## config.mk

```make
export PLATFORM = sky130hd
export DESIGN_NAME = sorted_priority_insert_table
export DESIGN_NICKNAME = d
export VERILOG_FILES = /design/src/hdl/sptab_pkg.sv /design/src/hdl/sptab_mem.sv /design/src/hdl/sptab_ctrl.sv /design/src/hdl/sorted_priority_insert_table.sv
export SDC_FILE = /design/constraint.sdc
export NUM_CORES = 1
export LEC_CHECK = 0
export ABC_AREA = 0
export BUFFER_PORTS_ARGS = -buffer_cell sky130_fd_sc_hd__buf_4
export CAP_MARGIN = 10
export CORE_AREA = 4 4 232 234
export DETAILED_ROUTE_END_ITERATION = 8
export DIE_AREA = 0 0 236 238
export PLACE_DENSITY = 0.7
export SETUP_SLACK_MARGIN = 0.3
export SYNTH_ARGS = -nofsm -noshare
export SYNTH_HDL_FRONTEND = slang
export SYNTH_SLANG_ARGS = --single-unit
export TNS_END_PERCENT = 1
```

## constraint.sdc

```tcl
create_clock -name i_clk -period 7.49 [get_ports i_clk]
set_input_delay 1.498 -clock i_clk [delete_from_list [all_inputs] [get_ports i_clk]]
set_output_delay 1.498 -clock i_clk [all_outputs]
set_load 0.05 [all_outputs]
```

## src/hdl/sptab_pkg.sv

```systemverilog
`default_nettype none
package sptab_pkg;

    localparam int CAPACITY = 16;
    localparam int AW = (CAPACITY > 1) ? $clog2(CAPACITY) : 1;
    localparam int CW = $clog2(CAPACITY + 1);

    localparam logic REQ_INSERT = 1'b0;
    localparam logic REQ_READ   = 1'b1;

    localparam logic [1:0] ST_DONE  = 2'd0;
    localparam logic [1:0] ST_FULL  = 2'd1;
    localparam logic [1:0] ST_EMPTY = 2'd2;

    typedef struct packed {
        logic [3:0]  level;
        logic [6:0]  age;
        logic [15:0] id;
    } t_rec;

    typedef struct packed {
        logic          we;
        logic [AW-1:0] waddr;
        t_rec          wdata;
        logic          re;
        logic [AW-1:0] raddr;
    } t_mem_req;

endpackage
`default_nettype wire

```

## src/hdl/sptab_mem.sv

```systemverilog
`default_nettype none
module sptab_mem (
    input  wire                       i_clk,
    input  wire sptab_pkg::t_mem_req  i_req,
    output sptab_pkg::t_rec           o_rdata
);

    sptab_pkg::t_rec r_mem [sptab_pkg::CAPACITY];
    sptab_pkg::t_rec r_rdata;

    always_ff @(posedge i_clk) begin
        if (i_req.we) begin
            r_mem[i_req.waddr] <= i_req.wdata;
        end
        if (i_req.re) begin
            r_rdata <= r_mem[i_req.raddr];
        end
    end

    assign o_rdata = r_rdata;

endmodule
`default_nettype wire

```

## src/hdl/sptab_ctrl.sv

```systemverilog
`default_nettype none
module sptab_ctrl (
    input  wire                       i_clk,
    input  wire                       i_rst_n,
    input  wire                       i_in_valid,
    output logic                      o_in_stall,
    input  wire                       i_req_type,
    input  wire  [3:0]                i_level,
    input  wire  [6:0]                i_age,
    input  wire  [15:0]               i_member_id,
    input  wire  [3:0]                i_read_rank,
    output logic                      o_out_valid,
    input  wire                       i_out_stall,
    output logic [1:0]                o_status,
    output logic [3:0]                o_rank,
    output logic [3:0]                o_out_level,
    output logic [6:0]                o_out_age,
    output logic [15:0]               o_out_id,
    output logic [4:0]                o_fill_count,
    output sptab_pkg::t_mem_req       o_mem_req,
    input  wire sptab_pkg::t_rec      i_mem_rdata
);

    localparam int CW = sptab_pkg::CW;
    localparam int AW = sptab_pkg::AW;

    localparam logic [2:0] S_IDLE  = 3'd0;
    localparam logic [2:0] S_SCAN  = 3'd1;
    localparam logic [2:0] S_PLACE = 3'd2;
    localparam logic [2:0] S_RWAIT = 3'd3;
    localparam logic [2:0] S_DONE  = 3'd4;

    logic [2:0]      r_state, n_state;
    logic [CW-1:0]   r_count, n_count;
    logic [CW-1:0]   r_idx, n_idx;
    sptab_pkg::t_rec r_new, n_new;
    logic [1:0]      r_res_status, n_res_status;
    logic [3:0]      r_res_rank, n_res_rank;
    sptab_pkg::t_rec r_res_rec, n_res_rec;
    logic            r_out_valid, n_out_valid;
    logic [1:0]      r_out_status;
    logic [3:0]      r_out_rank;
    sptab_pkg::t_rec r_out_rec;
    logic            load_out;
    logic            accept;
    logic            rank_hit;
    logic            slot_greater;
    logic [CW-1:0]   idx_m1, idx_m2, count_m1;

    assign accept   = i_in_valid && (r_state == S_IDLE);
    assign idx_m1   = r_idx - CW'(1);
    assign idx_m2   = r_idx - CW'(2);
    assign count_m1 = r_count - CW'(1);
    assign rank_hit = {{CW{1'b0}}, i_read_rank} < {4'b0000, r_count};
    // A stored record moves up only when its key is strictly greater, which
    // keeps equal keys in arrival order.
    assign slot_greater = {i_mem_rdata.level, i_mem_rdata.age} > {r_new.level, r_new.age};
    assign load_out = (r_state == S_DONE) && (!r_out_valid || !i_out_stall);

    always_comb begin
        n_state      = r_state;
        n_count      = r_count;
        n_idx        = r_idx;
        n_new        = r_new;
        n_res_status = r_res_status;
        n_res_rank   = r_res_rank;
        n_res_rec    = r_res_rec;
        o_mem_req    = '0;
        unique case (r_state)
            S_IDLE: begin
                if (accept) begin
                    n_new.level  = i_level;
                    n_new.age    = i_age;
                    n_new.id     = i_member_id;
                    n_res_rec    = '0;
                    n_res_status = sptab_pkg::ST_DONE;
                    n_res_rank   = 4'd0;
                    if (i_req_type == sptab_pkg::REQ_INSERT) begin
                        if (r_count == CW'(sptab_pkg::CAPACITY)) begin
                            n_res_status = sptab_pkg::ST_FULL;
                            n_state      = S_DONE;
                        end else if (r_count == '0) begin
                            n_idx   = '0;
                            n_state = S_PLACE;
                        end else begin
                            n_idx           = r_count;
                            o_mem_req.re    = 1'b1;
                            o_mem_req.raddr = count_m1[AW-1:0];
                            n_state         = S_SCAN;
                        end
                    end else begin
                        n_res_rank = i_read_rank;
                        if (rank_hit) begin
                            o_mem_req.re    = 1'b1;
                            o_mem_req.raddr = AW'(i_read_rank);
                            n_state         = S_RWAIT;
                        end else begin
                            n_res_status = sptab_pkg::ST_EMPTY;
                            n_state      = S_DONE;
                        end
                    end
                end
            end
            S_SCAN: begin
                o_mem_req.we    = 1'b1;
                o_mem_req.waddr = r_idx[AW-1:0];
                if (slot_greater) begin
                    o_mem_req.wdata = i_mem_rdata;
                    n_idx           = idx_m1;
                    if (r_idx == CW'(1)) begin
                        n_state = S_PLACE;
                    end else begin
                        o_mem_req.re    = 1'b1;
                        o_mem_req.raddr = idx_m2[AW-1:0];
                    end
                end else begin
                    o_mem_req.wdata = r_new;
                    n_res_rank      = 4'(r_idx);
                    n_count         = r_count + CW'(1);
                    n_state         = S_DONE;
                end
            end
            S_PLACE: begin
                o_mem_req.we    = 1'b1;
                o_mem_req.waddr = r_idx[AW-1:0];
                o_mem_req.wdata = r_new;
                n_res_rank      = 4'(r_idx);
                n_count         = r_count + CW'(1);
                n_state         = S_DONE;
            end
            S_RWAIT: begin
                n_res_rec = i_mem_rdata;
                n_state   = S_DONE;
            end
            S_DONE: begin
                if (load_out) begin
                    n_state = S_IDLE;
                end
            end
            default: begin
                n_state = S_IDLE;
            end
        endcase
    end

    always_comb begin
        n_out_valid = r_out_valid;
        if (load_out) begin
            n_out_valid = 1'b1;
        end else if (r_out_valid && !i_out_stall) begin
            n_out_valid = 1'b0;
        end
    end

    always_ff @(posedge i_clk) begin
        if (!i_rst_n) begin
            r_state     <= S_IDLE;
            r_count     <= '0;
            r_out_valid <= 1'b0;
        end else begin
            r_state     <= n_state;
            r_count     <= n_count;
            r_out_valid <= n_out_valid;
        end
    end

    always_ff @(posedge i_clk) begin
        r_idx        <= n_idx;
        r_new        <= n_new;
        r_res_status <= n_res_status;
        r_res_rank   <= n_res_rank;
        r_res_rec    <= n_res_rec;
        if (load_out) begin
            r_out_status <= r_res_status;
            r_out_rank   <= r_res_rank;
            r_out_rec    <= r_res_rec;
            o_fill_count <= 5'(r_count);
        end
    end

    assign o_in_stall  = (r_state != S_IDLE);
    assign o_out_valid = r_out_valid;
    assign o_status    = r_out_status;
    assign o_rank      = r_out_rank;
    assign o_out_level = r_out_rec.level;
    assign o_out_age   = r_out_rec.age;
    assign o_out_id    = r_out_rec.id;

endmodule
`default_nettype wire

```

## src/hdl/sorted_priority_insert_table.sv

```systemverilog
// Channel | Direction | Handshake                 | Payload
// in      | input     | i_in_valid / o_in_stall   | req_type, level, age, member_id, read_rank
// out     | output    | o_out_valid / i_out_stall | status, rank, level, age, id, fill_count
//
// One beat in gives one beat out. An insert walks the table from the top stored
// rank down, one record per cycle through a one-read one-write record memory and
// one key comparator.
// Reset is synchronous and active low; it empties the table, no clearing pass.
// The input stalls while an item is in work or its result waits to enter the output register.
`default_nettype none
module sorted_priority_insert_table (
    input  wire         i_clk,
    input  wire         i_rst_n,
    input  wire         i_in_valid,
    output logic        o_in_stall,
    input  wire         i_req_type,
    input  wire  [3:0]  i_level,
    input  wire  [6:0]  i_age,
    input  wire  [15:0] i_member_id,
    input  wire  [3:0]  i_read_rank,
    output logic        o_out_valid,
    input  wire         i_out_stall,
    output logic [1:0]  o_status,
    output logic [3:0]  o_rank,
    output logic [3:0]  o_out_level,
    output logic [6:0]  o_out_age,
    output logic [15:0] o_out_id,
    output logic [4:0]  o_fill_count
);

    sptab_pkg::t_mem_req mem_req;
    sptab_pkg::t_rec     mem_rdata;

    sptab_ctrl u_ctrl (
        .i_clk        (i_clk),
        .i_rst_n      (i_rst_n),
        .i_in_valid   (i_in_valid),
        .o_in_stall   (o_in_stall),
        .i_req_type   (i_req_type),
        .i_level      (i_level),
        .i_age        (i_age),
        .i_member_id  (i_member_id),
        .i_read_rank  (i_read_rank),
        .o_out_valid  (o_out_valid),
        .i_out_stall  (i_out_stall),
        .o_status     (o_status),
        .o_rank       (o_rank),
        .o_out_level  (o_out_level),
        .o_out_age    (o_out_age),
        .o_out_id     (o_out_id),
        .o_fill_count (o_fill_count),
        .o_mem_req    (mem_req),
        .i_mem_rdata  (mem_rdata)
    );

    sptab_mem u_mem (
        .i_clk   (i_clk),
        .i_req   (mem_req),
        .o_rdata (mem_rdata)
    );

endmodule
`default_nettype wire

```

==> results.yml, run 1 <==
run_status:
  status: "complete, no violations"
critical_path:
  cpPeakStageDelay_ns: 0.61
  cpMostUsedCell: "buf_4"
  endpoint_kind: "register"
  ff2ff_path_depth: 11
  start_kind: "input port"
  crit_type: "input port to register"
  crit_required_ns: 7.91
  path_cells: "buf_4, ha_1, o21a_1, nor2_1, o311ai_0, a21oi_4, buf_4, a21oi_4, buf_4, mux2i_1, a211o_1, or4_1, a22oi_1"
  r2r_slack_ns: 3.05
  cp-startpoint: "i_read_rank[2]"
  worst-endpoint-arrival_ns: 5.10
  cp_slowest_cell: "o311ai_0"
  r2r-start: "u_mem.o_rdata[22]"
  cp_max_fo: 45
finish:
  nNetsFinal: 1722
  syn2layout_area_growth_pct: 13.6
  final_layout_size_suffix_gt1_share_pct: 12.9
  instances_no_fill: 2397
  fillCellCount: 4241
  diodes: 0
yosys:
  synth_cells: 1606
  synth_top_cell_by_area: "edfxtp_1"
  synth_area_leaders: "edfxtp_1 (73%), nand2_1 (4.4%), nand3_1 (3.1%)"
  synth_cell_types: 61
  syn_avg_cell_area_um2: 14.4
  seq_area_frac_synth_pct: 73.8
  synth_nets: 1662
  ys_warn_count: 0
  yosysTopAreaCellShare_pct: 73.1
  synth_area_mm2: 0.0231
  yosys_register_bits: 571
  synth_most_common_cell: "edfxtp_1"
  synth_ff_type: "edfxtp_1"
  synth-edff-count: 562
  synth_commonest_cells: "edfxtp_1 (562), nand2_1 (271), nand3_1 (142)"
  async_flop_share_pct: 0
timing:
  fmax_mhz: 214
  fin_crit_sh_pct: 62.5
  rsz0062_at_grt: "no"
  slew_headroom_pct: 16.5
  final_max_slew_viol_count: 0
  layout_setup_ws_ns: 2.81
  fin_crit_ns: 4.68
  finalSetupViolCount: 0
  skew_ns: 0.0166
  tightest_slew_ns: 1.25
  final_hold_viol_count: 0
  finalSetupTns_ns: 0
detailed_routing:
  postRouteAntennaNets: 0
  finalWirelength_um: 55800
  vias: 13829
  via_per_inst: 5.77
  drc: 0
  drt_iter0_drc: 1462
  wl_per_cell_um: 23.3
  drt_first_pass_iters: 6
grt:
  gr-total-overflow: 0
  grt_pass1_wl_um: 84000
  grt_max_degree: 64
  grt_usage_pct: 19.3
  grt_pass1_vias: 13682
  antenna_found_initial: 0
clock_tree:
  cts_resized: 0
  cts.sinks: 571
  cts_hold_buf: 0
  cts_tree: "yes"
  clkTransAtPathRegs_ns: 0.06
  cts_buffer_depth: 3
  clockRootBuffer: "clkbuf_16"
  cts-htree-levels: 2
  worstSkewPairLatency_ns: 0.60
  cts_setup_buffers: 0
  cts_inserted_buffers: 54
floorplan:
  core_mm2: 0.0520
  rows: 84
  num_io_pins: 76
  design.die.area_mm2: 0.0562
  die_w_um: 236
  start_util_pct: 44.4
  die_h_um: 238
placed_design:
  dp_hpwl_um: 30500
  dp_slack_ns: 2.26
  gpl.final_weighted_congestion: 0.847
  placed_cells_incl_taps: 2298
  portBuffers: 75
worst_hold_path:
  min_from: "u_ctrl.r_res_rec[8]"
  worstHoldPathCells: 0
  hp-class: "register to register"
job:
  cap_violations: 0
power_and_ir_drop:
  irDropWorstVdd_uv: 174
  total_power_w: 0.00782
  powerDensity_mw_per_mm2: 298
  leakage_nw: 9.18
[layout by cell type (no fill, tap or decap), drive strengths merged, types with 2 or more instances in the layout]
cell type	count
a2111oi	28
a211o	27
a211oi	83
a21o	4
a21oi	15
a22o	26
a22oi	27
and2	91
and3	5
buf	102
bufinv	8
clkbuf	69
clkinv	19
dfxtp	9
edfxtp	562
ha	20
inv	53
mux2i	28
nand2	274
nand2b	3
nand3	143
nand4	4
nor2	26
nor2b	2
nor3	9
o21a	2
o21ai	11
o22a	2
o22ai	3
o31ai	2
or3	2
or4	28
xnor2	5
xor2	3
[flip-flops by register name (all words and copies together), names as in the netlist]
signal	cells
u_ctrl.r_res_status	2
u_ctrl.r_idx	5
u_ctrl.r_count	5
u_ctrl.o_out_valid	1
u_mem.o_rdata	27
u_ctrl.r_state	3
u_ctrl.r_res_rec	27
u_ctrl.o_out_id	16
u_mem.r_mem	432
u_ctrl.o_out_level	4
u_ctrl.o_status	2
u_ctrl.r_res_rank	4
u_ctrl.o_fill_count	5
u_ctrl.o_out_age	7
u_ctrl.r_new	27
u_ctrl.o_rank	4
[report_power, final]
part	leakage [nW]	switching, W	total (W)	internal, W
Combinational	2.96	0.000816	0.00111	0.000289
Clock	0.893	0.00114	0.00279	0.00165
Sequential	5.32	0.0000922	0.00393	0.00384
Total	9.18	0.00205	0.00782	0.00577
[cells by family (layout without fill, tap and decap cells)]
family | after synthesis | after routing | synth area share, %
AOI/OAI and AO/OA | 239 | 239 | 8.24
xor gates and xnor gates | 8 | 8 | 0.303
adders and majority gates | 20 | 20 | 1.08
buffers and inverters | 149 | 252 | 3.01
DFF | 571 | 571 | 73.8
muxes | 28 | 28 | 1.21
and+or+nand+nor | 591 | 591 | 12.3
[worst max-delay path, delay by kind of cell]
family	cells	cell delay [ns]
adders and majority gates	1	0.28
muxes	1	0.15
AOI/OAI and AO/OA	6	1.64
buffers and inverters	3	0.88
and+or+nand+nor	2	0.58
[per-stage QoR]
stage	util, %	hold WS [ns]	instance area, um2
floorplan	-	0.400	23100
global placement	46.9	0.402	24400
detailed placement	46.9	0.405	24400
CTS	50.5	0.418	26200
global route	50.5	0.422	26200
finish	50.5	0.416	26200
[worst paths after layout]
kind,to
worst max register to register,u_mem.o_rdata[17]
worst min-delay path,u_ctrl.o_out_id[8]
worst max-delay path,u_mem.o_rdata[15]
worst min register to register,u_ctrl.o_out_id[8]
[layout make-up]
cell class                      count  area (um2)  area share, %
Clock inverter                     30         384           1.46
Tap cell                          688         861           3.28
Timing Repair Buffer              102         778           2.97
Sequential cell                   571       17100           65.0
Multi-Input combinational cell    886        5530           21.1
Clock buffer                       69        1450           5.52
Inverter                           51         191          0.729
[per-layer routing]
layer / wire, um / vias to the layer above / global-route usage (%)
met3: 4560 / 112 / 3.19
met4: 1590 / 0 / 6.71
met2: 27800 / 651 / 33.2
met1: 21800 / 6874 / 25.1
li1: - / 6192 / -
met5: 0 / - / 0
Note: power is estimated with default switching activity, not from simulation.
==> inputs of run 2 (changes only) <==
--- a/config.mk
+++ b/config.mk
@@ -11,7 +11,7 @@
 export CORE_AREA = 4 4 232 234
 export DETAILED_ROUTE_END_ITERATION = 8
 export DIE_AREA = 0 0 236 238
-export PLACE_DENSITY = 0.7
+export PLACE_DENSITY = 0.72
 export SETUP_SLACK_MARGIN = 0.3
 export SYNTH_ARGS = -nofsm -noshare
 export SYNTH_HDL_FRONTEND = slang
==> constraint.sdc (replaced) <==
create_clock -name i_clk -period 3.9 [get_ports i_clk]
set_input_delay 0.78 -clock i_clk [delete_from_list [all_inputs] [get_ports i_clk]]
set_output_delay 0.78 -clock i_clk [all_outputs]
set_load 0.05 [all_outputs]
==> run 2 against run 1 <==
Global-route usage up 0.81 points. First-iteration DRC count rose by 4.0%. Clock skew is 0.0042 ns higher. Die area unchanged. Critical endpoint unchanged. Via count up 5.1%. Combinational power increased by 120%. Hold slack worse by 0.055 ns. Register-to-register slack worse by 2.6 ns. Critical path depth down 1. Largest cell class unchanged. Sequential share of layout area is 1.9 points lower. Critical path type is now register to register. Non-clock buffer count increased by 71. Setup slack worse by 2.4 ns.
==> results.yml, run 2 (synthesis results as in run 1) <==
timing:
  final_hold_viol_count: 0
  rsz0062_at_grt: "yes"
  layout_setup_ws_ns: 0.405
  slew_headroom_pct: 35.9
  skew_ns: 0.0209
  fin_crit_sh_pct: 89.6
  finalSetupViolCount: 0
  tightest_slew_ns: 0.959
  whs_ns: 0.361
  fmax_mhz: 286
  fin_crit_ns: 3.49
  final_max_slew_viol_count: 0
critical_path:
  cpPeakStageDelay_ns: 0.52
  cp-endpoint: "u_mem.o_rdata[15]"
  r2r-start: "u_ctrl.r_count[2]"
  start_kind: "register"
  cp_slowest_cell: "or4_1"
  endpoint_kind: "register"
  cp_max_fo: 27
  path_cells: "inv_1, ha_1, o21a_1, nor2_1, nor3_1, o31a_1, o21a_2, nor2_2, buf_12, a211o_1, or4_1, a22oi_1"
  crit_type: "register to register"
  crit_required_ns: 4.32
  r2r_slack_ns: 0.41
  ff2ff_path_depth: 12
  cp-startpoint: "u_ctrl.r_count[2]"
  rr_endpoint: "u_mem.o_rdata[15]"
  worst-endpoint-arrival_ns: 3.91
floorplan:
  start_util_pct: 44.4
  num_io_pins: 76
  rows: 84
  design.die.area_mm2: 0.0562
  die_w_um: 236
  die_h_um: 238
  core_mm2: 0.0520
placed_design:
  dp_slack_ns: -0.0293
  gpl.final_weighted_congestion: 0.830
  post_dp_cell_area_mm2: 0.0251
  dp_hpwl_um: 33300
  portBuffers: 75
grt:
  grt_pass1_wl_um: 87400
  antenna_found_initial: 0
  grt_max_degree: 45
  grt_usage_pct: 20.1
  gr-total-overflow: 0
  grt_pass1_vias: 14482
detailed_routing:
  drt_iter0_drc: 1521
  vias: 14531
  postRouteAntennaNets: 0
  drc: 0
  finalWirelength_um: 59300
  via_per_inst: 5.88
  drt_first_pass_iters: 6
  wl_per_cell_um: 24.0
power_and_ir_drop:
  leakage_nw: 9.62
  switching_share_pct: 26.6
  powerDensity_mw_per_mm2: 564
  p_comb_share_pct: 15.8
  pwr-share-seq_pct: 49.5
  power.net_switching_w: 0.00406
  total_power_w: 0.0152
  irDropWorstVdd_uv: 323
  clkPwrFrac_pct: 34.8
  p_int_w: 0.0112
job:
  cap_violations: 0
finish:
  layout_commonest_cell: "edfxtp_1"
  fin_util_pct: 52.0
  final_layout_size_suffix_gt1_share_pct: 16.3
  top_register: "u_mem.r_mem"
  diodes: 0
  layout_common_cells: "edfxtp_1 (562), nand2_1 (271), buf_4 (147)"
  nNetsFinal: 1793
  stdcell_area_mm2: 0.0270
  syn2layout_area_growth_pct: 17.1
  largest_register_ffs: 432
clock_tree:
  cts_buffer_depth: 3
  worstSkewPairLatency_ns: 0.60
  cts.sinks: 571
  clockRootBuffer: "clkbuf_16"
  cts_tree: "yes"
  cts_hold_buf: 0
  clkTransAtPathRegs_ns: 0.06
  cts-htree-levels: 2
  cts_inserted_buffers: 53
run_status:
  status: "complete, no violations"
worst_hold_path:
  hp-class: "input port to register"
[run 2: changes by cell type in the layout (fill, tap and decap cells not counted), moves of 3 or more]
| cell | before | now |
|---|---|---|
| buf_12 | 1 | 20 |
| buf_4 | 101 | 147 |
| nor2_4 | 11 | 4 |
| clkinv_1 | 10 | 14 |
| clkbuf_8 | 4 | 0 |
| nor2_2 | 2 | 9 |
| clkbuf_16 | 54 | 57 |
[run 2: final cells by class]
class | instances | area (um2)
fillers | 4134 | 25000
flip-flops and latches | 571 | 17100
multi-input cells | 887 | 5520
repair buffers | 173 | 1630
clock buffers | 65 | 1390
well taps | 688 | 861
clock inverters | 35 | 395
inverters | 51 | 191
[run 2: power groups by stage]
stage                     logic, W  registers (W)  clock network [W]
after floorplan            0.00127        0.00772                  0
after global placement     0.00222        0.00765                  0
after detailed placement   0.00229        0.00766                  0
after CTS                  0.00230        0.00754            0.00536
after global routing       0.00257        0.00756            0.00563
final                      0.00240        0.00754            0.00530
[run 2: metal layers]
| layer | wire length (um) | vias to the layer above | GRT usage (%) |
|---|---|---|---|
| li1 | - | 6345 | - |
| met1 | 22600 | 7312 | 25.8 |
| met2 | 29500 | 729 | 35.0 |
| met3 | 5030 | 145 | 2.92 |
| met4 | 2140 | 0 | 7.53 |
| met5 | 0 | - | 0 |
[run 2: what timing repair did]
action,in CTS,in global routing
setup endpoints to repair,1,27
pin swaps,0,2
gates cloned,0,4
setup buffers,0,2
gates resized for setup,1,10
[run 2: worst min path at each step]
stage | cells after the start | startpoint | end | slack (ns)
global route | 1 | i_member_id[4] | u_ctrl.r_new[4] | 0.33
global placement | 0 | u_ctrl.r_res_rec[3] | u_ctrl.o_out_id[3] | 0.40
finish | 1 | i_member_id[13] | u_ctrl.r_new[13] | 0.36
floorplan | 0 | u_ctrl.r_res_rec[16] | u_ctrl.o_out_age[0] | 0.40
CTS | 1 | i_member_id[4] | u_ctrl.r_new[4] | 0.33
detailed placement | 0 | u_ctrl.r_res_rec[25] | u_ctrl.o_out_level[2] | 0.40
[run 2: through the flow]
step / TNS, ns / cells
CTS: 0 / 2463
global route: 0 / 2470
global placement: 0 / 2363
detailed placement: -0.0530 / 2363
finish: 0 / 2470
floorplan: 0 / 1606
[run 2: worst max-delay path, delay by kind of cell (launching register included)]
kind,cells,cell delay (ns)
compound gates,5,1.27
fa+ha+maj,1,0.29
buf+inv,2,0.29
flops,1,0.39
simple gates,4,1.06
==> inputs of run 3 (changes only) <==
--- a/config.mk
+++ b/config.mk
@@ -8,12 +8,13 @@
 export ABC_AREA = 0
 export BUFFER_PORTS_ARGS = -buffer_cell sky130_fd_sc_hd__buf_4
 export CAP_MARGIN = 10
-export CORE_AREA = 4 4 232 234
+export CORE_AREA = 4 4 227 229
 export DETAILED_ROUTE_END_ITERATION = 8
-export DIE_AREA = 0 0 236 238
-export PLACE_DENSITY = 0.72
+export DIE_AREA = 0 0 231 233
+export PLACE_DENSITY = 0.7
 export SETUP_SLACK_MARGIN = 0.3
 export SYNTH_ARGS = -nofsm -noshare
 export SYNTH_HDL_FRONTEND = slang
+export SYNTH_HIERARCHICAL = 1
 export SYNTH_SLANG_ARGS = --single-unit
 export TNS_END_PERCENT = 1
==> constraint.sdc (replaced) <==
create_clock -name i_clk -period 4.2 [get_ports i_clk]
set_input_delay 0.84 -clock i_clk [delete_from_list [all_inputs] [get_ports i_clk]]
set_output_delay 0.84 -clock i_clk [all_outputs]
set_load 0.05 [all_outputs]
==> run 3 against run 2 <==
Die area down 4.2%. Non-clock buffer count down 56. Setup slack better by 0.098 ns. Core utilization down 0.74 points. Synthesized area down 4.5%. Final cell count down 23%. Hold slack better by 0.057 ns. Via count down 25%. Flip-flop and latch count unchanged. Largest power group unchanged.
==> results.yml, run 3 <==
run_status:
  status: "complete, no violations"
yosys:
  synth_ff_type: "edfxtp_1"
  syn_avg_cell_area_um2: 20.8
  synth_cell_types: 57
  yosysTopAreaCellShare_pct: 76.5
  synth_commonest_cells: "edfxtp_1 (562), mux4_2 (108), nand2_1 (53)"
  synth-edff-count: 562
  seq_area_frac_synth_pct: 77.3
  ys_warn_count: 6
  async_flop_share_pct: 0
  synth_area_mm2: 0.0221
  synth_area_leaders: "edfxtp_1 (76%), mux4_2 (11%), a22oi_1 (1.2%)"
  synth_top_cell_by_area: "edfxtp_1"
  synth_cells: 1060
  yosys_register_bits: 571
  synth_nets: 1116
  synth_most_common_cell: "edfxtp_1"
finish:
  layout_common_cells: "edfxtp_1 (562), mux4_2 (108), buf_4 (107)"
  fin_util_pct: 51.3
  stdcell_area_mm2: 0.0255
  final_layout_size_suffix_gt1_share_pct: 28.7
  syn2layout_area_growth_pct: 15.3
  multiInputGateArea_mm2: 0.00483
  fillCellCount: 3903
  seq_area_mm2: 0.0171
  diodes: 0
  top_register: "u_mem/r_mem"
  nNetsFinal: 1240
  layout_commonest_cell: "edfxtp_1"
  instances_no_fill: 1897
  largest_register_ffs: 432
critical_path:
  cp_slowest_cell: "a221o_4"
  path_cells: "ha_1, nand3_1, nor3_4, a41o_1, a31oi_4, and2b_1, a221o_4, clkbuf_16, mux4_2, a22oi_1, nand2_1"
  start_kind: "register"
  endpoint_kind: "register"
  path_buf_inv: 1
  cpPeakStageDelay_ns: 0.54
  crit_type: "register to register"
  crit_required_ns: 4.54
  worst-endpoint-arrival_ns: 4.03
  cp_max_fo: 36
  crit_family: "compound AO/OA/AOI/OAI gates"
timing:
  rsz0062_at_grt: "no"
  final_hold_viol_count: 0
  finalSetupViolCount: 0
  fin_crit_ns: 3.70
  layout_setup_ws_ns: 0.503
  slew_headroom_pct: 26.5
  final_max_slew_viol_count: 0
  tightest_slew_ns: 1.10
  fin_crit_sh_pct: 88.0
  skew_ns: 0.0148
  finalSetupTns_ns: 0
  fmax_mhz: 270
power_and_ir_drop:
  clkPwrFrac_pct: 33.9
  pwr-share-seq_pct: 52.3
  p_int_w: 0.0100
  switching_share_pct: 24.8
  power.net_switching_w: 0.00329
  powerDensity_mw_per_mm2: 522
  irDropWorstVdd_uv: 306
  leakage_nw: 8.30
  p_comb_share_pct: 13.8
detailed_routing:
  finalWirelength_um: 48700
  drt_iter0_drc: 960
  drt_first_pass_iters: 5
  via_per_inst: 5.73
  vias: 10862
  drc: 0
  wl_per_cell_um: 25.7
  postRouteAntennaNets: 0
grt:
  grt_pass1_vias: 10984
  grt_max_degree: 73
  grt_usage_pct: 17.7
  top_usage_layer: "met2"
  antenna_found_initial: 0
  grt_use_met2_pct: 30.3
  gr-total-overflow: 0
  grt_use_met1_pct: 23.4
  use_met3_pct: 3.02
  grt_pass1_wl_um: 71100
floorplan:
  core_mm2: 0.0497
  die_h_um: 233
  rows: 82
  num_io_pins: 76
  start_util_pct: 44.4
  die_w_um: 231
  design.die.area_mm2: 0.0538
clock_tree:
  cts.sinks: 571
  cts_tree: "yes"
  cts_buffer_depth: 3
  cts_inserted_buffers: 53
  cts-htree-levels: 2
  clockRootBuffer: "clkbuf_16"
  worstSkewPairLatency_ns: 0.58
  cts_hold_buf: 0
  clkTransAtPathRegs_ns: 0.06
placed_design:
  post_dp_cell_area_mm2: 0.0237
  placed_cells_incl_taps: 1797
  gpl.final_weighted_congestion: 0.818
  portBuffers: 75
  dp_slack_ns: 0.167
  dp_hpwl_um: 26700
job:
  cap_violations: 0
worst_hold_path:
  hp-class: "register to register"
## run 3: cell types whose count changed after synthesis, moves of 23 or more
cell	delta
nand2_1	-218
nand3_1	-136
mux4_2	+108
a211oi_1	-82
and2_1	-60
clkbuf_1	-30
inv_1	-30
or4_1	-28
a2111oi_0	-27
a211o_1	-27
mux2i_1	-23
## run 3: through the flow
step           hold slack [ns]  total power [W]
6_report                 0.419           0.0133
2_1_floorplan            0.400          0.00825
5_1_grt                  0.397           0.0138
3_5_place_dp             0.405          0.00887
3_3_place_gp             0.402          0.00881
4_1_cts                  0.395           0.0134
## run 3: metal layers
metal	share of wire [%]	up-vias
met2	51	479
met1	39	5690
met5	0	-
met4	2.9	0
met3	6.7	85
li1	-	4608
## run 3: worst paths after layout
kind                                      startpoint                   to  slack [ns]  depth (start not counted)
worst max-delay path               u_mem/o_rdata[24]     u_mem/o_rdata[1]        0.50                         11
worst min-delay path            u_ctrl/r_res_rec[12]  u_ctrl/o_out_id[12]        0.42                          0
worst max register to register     u_mem/o_rdata[24]     u_mem/o_rdata[1]        0.50                         11
worst min register to register  u_ctrl/r_res_rec[12]  u_ctrl/o_out_id[12]        0.42                          0
## run 3: layout make-up
cell class	instances	share of cell area, %
inverters	21	0.310
well taps	672	3.30
clock buffers	64	5.37
repair buffers	117	4.01
multi-input cells	420	19.0
clock inverters	32	1.00
flip-flops and latches	571	67.0
## run 3: cells by family after synthesis
logic type                 share of synthesized area (%)
AOI/OAI and AO/OA                                   4.83
xor gates and xnor gates                           0.238
adders and majority gates                           1.13
buffers and inverters                               1.64
DFF                                                 77.3
muxes                                               11.3
and+or+nand+nor                                     3.56
## run 3: repair_timing
| item | in CTS | in global routing |
|---|---|---|
| endpoints found under the hold margin | 0 | 0 |
| pin swaps | 0 | 1 |
| setup buffers | 0 | 2 |
| gates resized for setup | 1 | 6 |
| gates cloned | 0 | 2 |
| setup endpoints to repair | 11 | 27 |
## run 3: power groups by stage
| stage | Sequential [W] | Combinational (W) | Clock [W] |
|---|---|---|---|
| after global placement | 0.00706 | 0.00176 | 0 |
| after detailed placement | 0.00707 | 0.00180 | 0 |
| after floorplan | 0.00714 | 0.00111 | 0 |
| final | 0.00695 | 0.00184 | 0.00450 |
| after global routing | 0.00697 | 0.00197 | 0.00485 |
| after CTS | 0.00695 | 0.00181 | 0.00459 |
